==> src/gha_pkg.sv <==
// Shared types and codes for the generation handle allocator.
`timescale 1ns / 1ps
`default_nettype none

package gha_pkg;

  localparam int unsigned CMD_W     = 2;
  localparam int unsigned HANDLE_W  = 16;
  localparam int unsigned GEN_W     = 8;
  localparam int unsigned TAG_W     = 8;
  localparam int unsigned REL_W     = 16;
  localparam int unsigned OUTCOME_W = 2;

  typedef enum logic [CMD_W-1:0] {
    CMD_ALLOC       = 2'd0,
    CMD_REUSE       = 2'd1,
    CMD_RELEASE     = 2'd2,
    CMD_RELEASE_ALT = 2'd3
  } cmd_t;

  typedef enum logic [OUTCOME_W-1:0] {
    OUTCOME_NEW      = 2'd0,
    OUTCOME_KEPT     = 2'd1,
    OUTCOME_FULL     = 2'd2,
    OUTCOME_RELEASED = 2'd3
  } outcome_t;

  typedef struct packed {
    logic             accept;
    logic             is_release;
    logic             is_reuse;
    logic [TAG_W-1:0] hin_tag;
    logic [GEN_W-1:0] hin_gen;
  } gha_req_t;

endpackage

`default_nettype wire

==> src/gha_cell.sv <==
// One slot of the allocator: use bit, generation count and its link in the free-slot chain.
`timescale 1ns / 1ps
`default_nettype none

module gha_cell #(
  parameter int unsigned SLOT_IDX = 0
) (
  input  wire logic                          clk,
  input  wire logic                          rst_n,
  input  wire gha_pkg::gha_req_t             req,
  input  wire logic                          release_bit,
  input  wire logic                          alloc_en,
  input  wire logic                          taken_in,
  output logic                               taken_out,
  output logic                               hit,
  output logic                               grant,
  output logic [gha_pkg::HANDLE_W-1:0]       grant_handle
);
  import gha_pkg::*;

  localparam logic [TAG_W-1:0] SLOT_TAG = TAG_W'(SLOT_IDX + 1);

  logic             in_use_r;
  logic             in_use_nxt;
  logic [GEN_W-1:0] gen_r;
  logic [GEN_W-1:0] gen_nxt;
  logic [GEN_W-1:0] gen_inc;

  assign gen_inc      = gen_r + GEN_W'(1);
  assign taken_out    = taken_in | ~in_use_r;
  assign grant        = alloc_en & ~in_use_r & ~taken_in;
  assign hit          = req.is_reuse & in_use_r & (req.hin_tag == SLOT_TAG)
                        & (req.hin_gen == gen_r);
  assign grant_handle = grant ? {gen_inc, SLOT_TAG} : '0;

  always_comb begin
    in_use_nxt = in_use_r;
    gen_nxt    = gen_r;
    if (req.accept) begin
      if (req.is_release) begin
        if (release_bit) begin
          in_use_nxt = 1'b0;
        end
      end else if (grant) begin
        in_use_nxt = 1'b1;
        gen_nxt    = gen_inc;
      end
    end
  end

  always_ff @(posedge clk) begin
    if (!rst_n) begin
      in_use_r <= 1'b0;
      gen_r    <= '0;
    end else begin
      in_use_r <= in_use_nxt;
      gen_r    <= gen_nxt;
    end
  end

endmodule

`default_nettype wire

==> src/generation_handle_allocator.sv <==
// Top level of the generation handle allocator: a row of slot cells and the result register.
// The result of an accepted item is registered and appears in the output register in the next cycle.
// Throughput: one item per cycle; the free-slot search ripples through the row of slot cells.
// The input stalls only while a held result is itself stalled.
// Reset is synchronous and active low, and it clears all use bits and generation counts.
`timescale 1ns / 1ps
`default_nettype none

module generation_handle_allocator #(
  parameter int unsigned SLOT_COUNT = 16
) (
  input  wire logic                            clk,
  input  wire logic                            rst_n,
  input  wire logic                            in_valid,
  output logic                                 in_stall,
  input  wire logic [gha_pkg::CMD_W-1:0]       in_cmd,
  input  wire logic [gha_pkg::HANDLE_W-1:0]    in_handle_in,
  input  wire logic [gha_pkg::REL_W-1:0]       in_release_mask,
  output logic                                 out_valid,
  input  wire logic                            out_stall,
  output logic [gha_pkg::HANDLE_W-1:0]         out_handle_out,
  output logic [gha_pkg::OUTCOME_W-1:0]        out_outcome
);
  import gha_pkg::*;

  gha_req_t              req;
  logic                  accept;
  logic                  alloc_en;
  logic                  any_hit;
  logic                  any_grant;
  logic [SLOT_COUNT:0]   taken;
  logic [SLOT_COUNT-1:0] hits;
  logic [SLOT_COUNT-1:0] grants;
  logic [SLOT_COUNT-1:0] rel_bits;
  logic [HANDLE_W-1:0]   cell_handle [SLOT_COUNT];
  logic [HANDLE_W-1:0]   new_handle;

  logic                  out_valid_r;
  logic                  out_valid_nxt;
  logic [HANDLE_W-1:0]   handle_r;
  logic [HANDLE_W-1:0]   handle_nxt;
  outcome_t              outcome_r;
  outcome_t              outcome_nxt;

  assign in_stall = out_valid_r & out_stall;
  assign accept   = in_valid & ~in_stall;

  always_comb begin
    req            = '0;
    req.accept     = accept;
    req.is_release = in_cmd inside {CMD_RELEASE, CMD_RELEASE_ALT};
    req.is_reuse   = (in_cmd == CMD_REUSE);
    req.hin_tag    = in_handle_in[TAG_W-1:0];
    req.hin_gen    = in_handle_in[HANDLE_W-1:TAG_W];
  end

  assign any_hit  = |hits;
  assign alloc_en = accept & ~req.is_release & ~any_hit;
  assign taken[0] = 1'b0;

  genvar i;
  generate
    for (i = 0; i < SLOT_COUNT; i++) begin : g_slot
      if (i < REL_W) begin : g_rel
        assign rel_bits[i] = in_release_mask[i];
      end else begin : g_norel
        assign rel_bits[i] = 1'b0;
      end

      gha_cell #(
        .SLOT_IDX(i)
      ) u_cell (
        .clk          (clk),
        .rst_n        (rst_n),
        .req          (req),
        .release_bit  (rel_bits[i]),
        .alloc_en     (alloc_en),
        .taken_in     (taken[i]),
        .taken_out    (taken[i+1]),
        .hit          (hits[i]),
        .grant        (grants[i]),
        .grant_handle (cell_handle[i])
      );
    end
  endgenerate

  assign any_grant = |grants;

  always_comb begin
    new_handle = '0;
    for (int k = 0; k < SLOT_COUNT; k++) begin
      new_handle = new_handle | cell_handle[k];
    end
  end

  always_comb begin
    out_valid_nxt = out_valid_r;
    handle_nxt    = handle_r;
    outcome_nxt   = outcome_r;
    if (accept) begin
      out_valid_nxt = 1'b1;
      if (req.is_release) begin
        handle_nxt  = '0;
        outcome_nxt = OUTCOME_RELEASED;
      end else if (any_hit) begin
        handle_nxt  = in_handle_in;
        outcome_nxt = OUTCOME_KEPT;
      end else if (any_grant) begin
        handle_nxt  = new_handle;
        outcome_nxt = OUTCOME_NEW;
      end else begin
        handle_nxt  = '0;
        outcome_nxt = OUTCOME_FULL;
      end
    end else if (!out_stall) begin
      out_valid_nxt = 1'b0;
    end
  end

  always_ff @(posedge clk) begin
    if (!rst_n) begin
      out_valid_r <= 1'b0;
    end else begin
      out_valid_r <= out_valid_nxt;
    end
  end

  always_ff @(posedge clk) begin
    handle_r  <= handle_nxt;
    outcome_r <= outcome_nxt;
  end

  assign out_valid      = out_valid_r;
  assign out_handle_out = handle_r;
  assign out_outcome    = outcome_r;

endmodule

`default_nettype wire

==> config.mk <==
export PLATFORM = sky130hd
export DESIGN_NAME = generation_handle_allocator
export DESIGN_NICKNAME = d
export VERILOG_FILES = /design/src/gha_pkg.sv /design/src/gha_cell.sv /design/src/generation_handle_allocator.sv
export SDC_FILE = /design/constraint.sdc
export NUM_CORES = 1
export LEC_CHECK = 0
export ABC_CLOCK_PERIOD_IN_PS = 4410
export BUFFER_PORTS_ARGS = -buffer_cell sky130_fd_sc_hd__buf_4
export CORE_MARGIN = 8
export CORE_UTILIZATION = 52
export CTS_CLUSTER_SIZE = 30
export DETAILED_ROUTE_END_ITERATION = 10
export GPL_ROUTABILITY_DRIVEN = 0
export HOLD_SLACK_MARGIN = 0.08
export PLACE_DENSITY_LB_ADDON = 0.15
export REMOVE_ABC_BUFFERS = 1
export SKIP_LAST_GASP = 1
export SLEW_MARGIN = 15
export SYNTH_ARGS = -nofsm -noshare
export SYNTH_HDL_FRONTEND = slang
export SYNTH_SLANG_ARGS = --single-unit
==> constraint.sdc <==
create_clock -name clk -period 4.41 [get_ports clk]
set_input_delay 1.1025 -clock clk [delete_from_list [all_inputs] [get_ports clk]]
set_output_delay 1.1025 -clock clk [all_outputs]
set_load 0.05 [all_outputs]
==> impl_results.md, run 1 <==
- Outcome: finished, final reports clean
- Top achievable clock speed: 269.1 MHz
- Post-route antenna net violation count: 0
- Pre-Repair DR Iteration Count: 6
- Worst Path Arrival: 3.89 ns
- Reg2reg start: g_slot[0].u_cell.gen_r[0]$_SDFFE_PN0P_
- Clock latency on the worst-skew pair: 0.45 ns
- Post-CTS Setup Bufs: 0
- Commonest non-fill, non-tap cells in the layout: xor2_1 (165), dfxtp_1 (145), nand2_1 (115)
- Endpoint class of the critical path: flip-flop
- Min-delay src: g_slot[4].u_cell.gen_r[1]$_SDFFE_PN0P_
- Vias: 11120
- Die W: 167.3 um
- CP Launch Point: in_handle_in[9]
- Max Clock Skew: 0.01086 ns
- Period utilization: 84.26%
- Root Buffer: clkbuf_16
- CTS Buf Count: 17
- Ys Warns: 0
- Worst slew pin tran: 1.017 ns
- Netlist Area Pre-Place: 0.01191 mm2
- DRC: 0
- H-tree depth: 4
- Setup violators final: 0
- Number of core rows: 55
- RSZ-0062 raised after global routing: no
- Worst Hold Class: reg -> reg
- Hold Buf Count CTS: 0
- DR iter-0 viols: 1214
- Post-Route Setup TNS: 0 ns
- Fillers: 2108
- Core box area: 0.02257 mm2
- Final core occ: 56.79%
- R2R Setup Slk: 1.12 ns
- Final slew viol count: 0
- Critical path peak fanout: 17
- Initial core utilization: 52.75%
- Antenna violations before repair: 0
- Hpwl dp: 27390 um
- Lkg Pwr: 4.877 nW
- Ports: 58
- Vias in the first global route: 10570
- Pwr Density: 256.2 mW/mm2
- Yosys reg bits: 163
- Commonest non-fill, non-tap cell in the layout: xor2_1
- Yosys cell types: 83
- Largest net degree at the start of global routing: 67
- CP required: 4.58 ns
- Die H: 167.3 um
- Setup Crit Path Kind: in -> reg
- Ys async rst share: 0%
- Worst setup SP type: input port
- Post-synth EDFFs: 18
- Hold Vio Cnt, Final: 0
- Register area share after synthesis: 28.92%
- Primary FF master, synth: dfxtp_1
- Max VDD drop: 0.2088 mV
- Clock Path Buffers: 2
- Final nets: 1468
- Port bufs: 57
- Post-CTS Resized: 0
- Mean Syn Cell Area: 8.339 um2
- WL per Instance: 22.44 um
- Drt via density: 6.496
- First-pass GRT wire length: 60000 um
- Final WL: 38410 um
- Overall Global Routing Usage: 26.81%
- Reg clk slew, reported paths: 0.07 ns
- Global route overflow: 0
- Max_cap viols: 0
- Syn-to-layout area delta: 7.649%
- Minimum clock period: 3.716 ns
- Slew margin rel.: 30.42%
- Number of diodes: 0
- Share of cells above drive strength 1: 11.00%
- Clock sink count: 163
- Synth Instances: 1428
- CTS tree: built
- Area of the die: 0.02800 mm2
[routing by layer]
layer | wire length, um | share of wire [%] | global-route usage (%)
met1 | 15950 | 42 | 34.26
met2 | 17430 | 45 | 42.98
met3 | 3078 | 8.0 | 4.326
met4 | 1947 | 5.1 | 13.98
met5 | 0 | 0 | 0
[logic make-up (layout without fill, tap and decap cells)]
family / count (synthesis) / count (layout) / synth area share [%]
AOI/OAI and AO/OA: 278 / 278 / 15.92
xor gates and xnor gates: 239 / 239 / 17.58
adders and majority gates: 16 / 16 / 1.681
buffers and inverters: 129 / 126 / 5.905
DFF: 163 / 163 / 28.92
muxes: 39 / 39 / 3.289
other: 1 / 3 / 0.03149
and+or+nand+nor: 563 / 563 / 26.68
[cells in the mapped netlist (7+ instances only)]
cell type / count / area share (%)
a21boi_0: 8 / 0.50
a21oi_1: 64 / 2.7
a31oi_1: 9 / 0.47
and2_1: 8 / 0.42
and3_1: 42 / 2.2
buf_2: 29 / 1.2
buf_4: 7 / 0.44
buf_6: 15 / 1.4
clkbuf_1: 61 / 1.9
dfxtp_1: 145 / 24
edfxtp_1: 18 / 4.5
ha_1: 16 / 1.7
inv_1: 10 / 0.32
mux2i_1: 38 / 3.2
nand2_1: 115 / 3.6
nand2b_1: 45 / 2.4
nand3_1: 86 / 3.6
nand4_1: 20 / 1.1
nor2_1: 60 / 1.9
nor3_1: 40 / 1.7
nor4_1: 31 / 1.6
o211ai_1: 11 / 0.69
o21a_1: 20 / 1.3
o21ai_0: 41 / 1.7
o22ai_1: 32 / 1.7
o311ai_0: 10 / 0.74
o31ai_1: 25 / 1.6
o41ai_1: 11 / 0.81
or2_2: 9 / 0.47
or3_1: 27 / 1.4
or4_1: 28 / 1.8
xnor2_1: 74 / 5.4
xor2_1: 165 / 12
[critical path, cell delays in order]
cell,delay [ns]
buf_4,0.35
xor2_1,0.29
nor4_1,0.09
nand4b_1,0.11
nand4_1,0.16
a41oi_2,0.63
and2_4,0.44
buf_4,0.28
mux2i_1,0.26
o311ai_0,0.15
[power breakdown]
group	internal [mW]	leakage [nW]	total (mW)	switching [mW]
Combinational	0.0864	3.26	0.282	0.196
Sequential	1.51	1.35	1.52	0.00849
Clock	0.792	0.272	1.48	0.692
[state kept, by name, indices dropped and copies added, names as in the netlist]
name                    count
g_slot.u_cell.in_use_r     16
out_outcome                 2
g_slot.u_cell.gen_r       128
out_valid                   1
out_handle_out             16
[per-stage QoR]
stage / cell area (um2) / cells / hold slack (ns) / worst slack (ns) / power, mW
final: 12820 / 1712 / 0.5143 / 0.6940 / 3.284
after global routing: 12820 / 1712 / 0.5367 / 0.6135 / 3.370
after CTS: 12820 / 1712 / 0.5180 / 0.7934 / 3.292
after detailed placement: 12250 / 1680 / 0.5093 / 0.3539 / 1.828
after global placement: 12250 / 1680 / 0.4929 / 0.3560 / 1.824
after floorplan: 11250 / 1311 / 0.4453 / 0.6752 / 1.681
[layout make-up]
| type | count | area (um2) | area share [%] |
|---|---|---|---|
| well taps | 285 | 356.6 | 2.782 |
| multi-input cells | 1138 | 7769 | 60.61 |
| clock inverters | 12 | 91.34 | 0.7125 |
| repair buffers | 84 | 643.1 | 5.017 |
| flip-flops and latches | 163 | 3443 | 26.86 |
| clock buffers | 20 | 478.0 | 3.729 |
| inverters | 10 | 37.54 | 0.2928 |
[final timing paths]
path,end,depth (start not counted)
setup / recovery,out_handle_out[14]$_SDFFCE_PN0P_,10
hold reg to reg,g_slot[4].u_cell.gen_r[1]$_SDFFE_PN0P_,2
setup reg to reg,out_handle_out[12]$_SDFFCE_PN0P_,9
hold / removal,g_slot[4].u_cell.gen_r[1]$_SDFFE_PN0P_,2
Note: power is estimated with default switching activity, not from simulation.
==> run 2, diff against run 1 <==
Settings changed: ABC_CLOCK_PERIOD_IN_PS 4410 to 3260.
Clock period 4.41 ns to 3.26 ns, I/O delays scaled along.
==> run 2 against run 1 <==
Core utilization increased by 3.7 points. Clock power increased by 40%. Via count increased by 3.5%. Critical path depth increased by 2. Hold slack improved by 0.0047 ns. Global-route usage increased by 1.1 points. Combinational power increased by 55%. Clock skew increased by 0.0040 ns.
==> impl_results.md, run 2 (synthesis results as in run 1) <==
- Number of diodes: 0 (unchanged)
- Port bufs: 57 (unchanged)
- Die H: 167.3 um (unchanged)
- Minimum clock period: 3.183 ns
- DRC: 0 (unchanged)
- Reg2reg path depth: 8 (-1)
- Max Clock Skew: 0.01482 ns (+0.003962 ns)
- Top achievable clock speed: 314.1 MHz
- CTS tree: built
- Part of the power in registers: 45.0% (-1.2 points)
- Clock power share: 45.4% (+0.2 points)
- Share of cells above drive strength 1: 16.04% (+5.0 points)
- Final Instance Area: 0.01366 mm2 (+6.6%)
- Overall Global Routing Usage: 27.91% (+1.1 points)
- Setup violators final: 0 (unchanged)
- Worst hold margin: 0.5189 ns (+0.004669 ns)
- H-tree depth: 4 (unchanged)
- Root Buffer: clkbuf_16
- Reg-to-reg endpoint: out_handle_out[9]$_SDFFCE_PN0P_
- Critical path peak fanout: 20 (+3)
- CTS Buf Count: 17 (unchanged)
- Final nets: 1557 (+6.1%)
- Hold worst-path end: g_slot[1].u_cell.gen_r[1]$_SDFFE_PN0P_
- Final WS setup: 0.07677 ns (-0.6172 ns)
- Min-delay src: g_slot[1].u_cell.gen_r[1]$_SDFFE_PN0P_
- Outcome: finished, final reports clean
- Gate power share: 9.6% (+1.0 points)
- Pre-CTS setup slack: -0.4348 ns (-0.7887 ns)
- Hold Vio Cnt, Final: 0 (unchanged)
- Worst hold stages: 2 (unchanged)
- Number of core rows: 55 (unchanged)
- Switching share of power: 25.63% (-1.7 points)
- Worst Hold Class: reg -> reg
- Setup Crit Path Kind: in -> reg
- RSZ-0062 raised after global routing: no
- Clock Path Buffers: 2 (unchanged)
- Commonest non-fill, non-tap cells in the layout: xor2_1 (165), buf_4 (160), dfxtp_1 (145)
- Most flops, register: g_slot.u_cell.gen_r
- Total power: 4.556 mW (+39%)
- CP required: 3.62 ns (-0.96 ns)
- Fillers: 2062 (-2.2%)
- WL per Instance: 22.19 um (-1.1%)
- Post-CTS Setup Bufs: 0 (unchanged)
- Multi-input logic area: 0.007781 mm2 (+0.16%)
- P_int: 3.389 mW (+42%)
- Drt via density: 6.397 (-1.5%)
- Slew margin rel.: 55.20% (+25 points)
- Vias: 11510 (+3.5%)
- Post-Route Setup TNS: 0 ns (unchanged)
- Max VDD drop: 0.2663 mV (+28%)
- Pwr Density: 333.5 mW/mm2 (+30%)
- Post-route antenna net violation count: 0 (unchanged)
- DR iter-0 viols: 1226 (+0.99%)
- Period utilization: 97.65%
- First-pass GRT wire length: 62160 um (+3.6%)
- Final WL: 39950 um (+4.0%)
- Largest net degree at the start of global routing: 130 (+94%)
- Clock sink count: 163 (unchanged)
- Ports: 58 (unchanged)
- R2R Setup Slk: 0.30 ns (-0.82 ns)
- Commonest non-fill, non-tap cell in the layout: xor2_1
- Syn-to-layout area delta: 14.72%
- Area after DPL: 0.01307 mm2 (+6.7%)
- Register area: 0.003443 mm2 (unchanged)
- Antenna violations before repair: 0 (unchanged)
- Pre-Repair DR Iteration Count: 8 (+2)
- Worst Path Arrival: 3.55 ns (-0.34 ns)
- Hpwl dp: 28920 um (+5.6%)
- Area of the die: 0.02800 mm2 (unchanged)
- Clock latency on the worst-skew pair: 0.44 ns (about the same)
- Global route overflow: 0 (unchanged)
- Core box area: 0.02257 mm2 (unchanged)
- Reg2reg start: g_slot[10].u_cell.in_use_r$_SDFFE_PN0P_
- Max FFs per register: 128 (unchanged)
- Initial core utilization: 52.75% (unchanged)
- Final slew viol count: 0 (unchanged)
- Die W: 167.3 um (unchanged)
- Reg clk slew, reported paths: 0.07 ns (about the same)
- Lkg Pwr: 5.383 nW (+10%)
- Sw Pwr: 1.168 mW (+30%)
- Worst slew pin tran: 0.6707 ns (-0.3467 ns)
- Max_cap viols: 0 (unchanged)
- Vias in the first global route: 11060 (+4.6%)
- Endpoint class of the critical path: flip-flop
- Worst setup SP type: input port
run 2: layout make-up:
type,count,share of cell area [%]
Clock buffer,23,3.508
Clock inverter,8,0.7419
Inverter,10,0.2748
Multi-Input combinational cell,1138,56.96
Sequential cell,163,25.21
Tap cell,285,2.610
Timing Repair Buffer,173,10.70
run 2: how the worst max path moves through the flow:
stage | from | end | cells after the start
finish | in_handle_in[13] | g_slot[8].u_cell.gen_r[7]$_SDFFE_PN0P_ | 12
global route | in_handle_in[13] | g_slot[14].u_cell.gen_r[3]$_SDFFE_PN0P_ | 13
CTS | in_cmd[1] | out_handle_out[0]$_SDFFCE_PN0P_ | 10
detailed placement | in_cmd[1] | out_handle_out[0]$_SDFFCE_PN0P_ | 10
global placement | in_cmd[1] | out_outcome[1]$_SDFFCE_PN1P_ | 12
floorplan | in_cmd[1] | out_handle_out[3]$_SDFFCE_PN0P_ | 8
run 2: power by group through the flow:
stage          Combinational [mW]  Clock, mW  Sequential, mW
6_report                    0.437       2.07            2.05
5_1_grt                     0.457       2.16            2.05
4_1_cts                     0.428       2.08            2.05
3_5_place_dp                0.426          0            2.10
3_3_place_gp                0.421          0            2.10
2_1_floorplan               0.132          0            2.14
run 2: layer usage:
layer  global-route usage, %  wire, um  vias to the layer above
li1                        -         -                     5337
met1                   35.61     16780                     5461
met2                   44.76     18180                      574
met3                   4.726      3131                      142
met4                   14.32      1859                        0
met5                       0         0                        -
run 2: metrics by stage:
stage                     std cells  utilization (%)
final                          1800            60.52
after global routing           1800            60.52
after CTS                      1800            60.47
after detailed placement       1769            57.89
after global placement         1769            57.89
after floorplan                1311                -
run 2: timing repair:
| action | 4_1_cts | 5_1_grt |
|---|---|---|
| hold buffers | 0 | 0 |
| setup endpoints to repair | 0 | 8 |
| resized for setup | 0 | 2 |
run 2: worst max-delay path, stage by stage:
cell and delay, ns:
buf_4 0.33, buf_4 0.19, xor2_1 0.15, nor3_1 0.08
nand3_1 0.15, a31oi_1 0.24, nor4_4 0.44, nand2_4 0.15
buf_4 0.18, buf_12 0.14, or4_1 0.49, a21oi_1 0.15
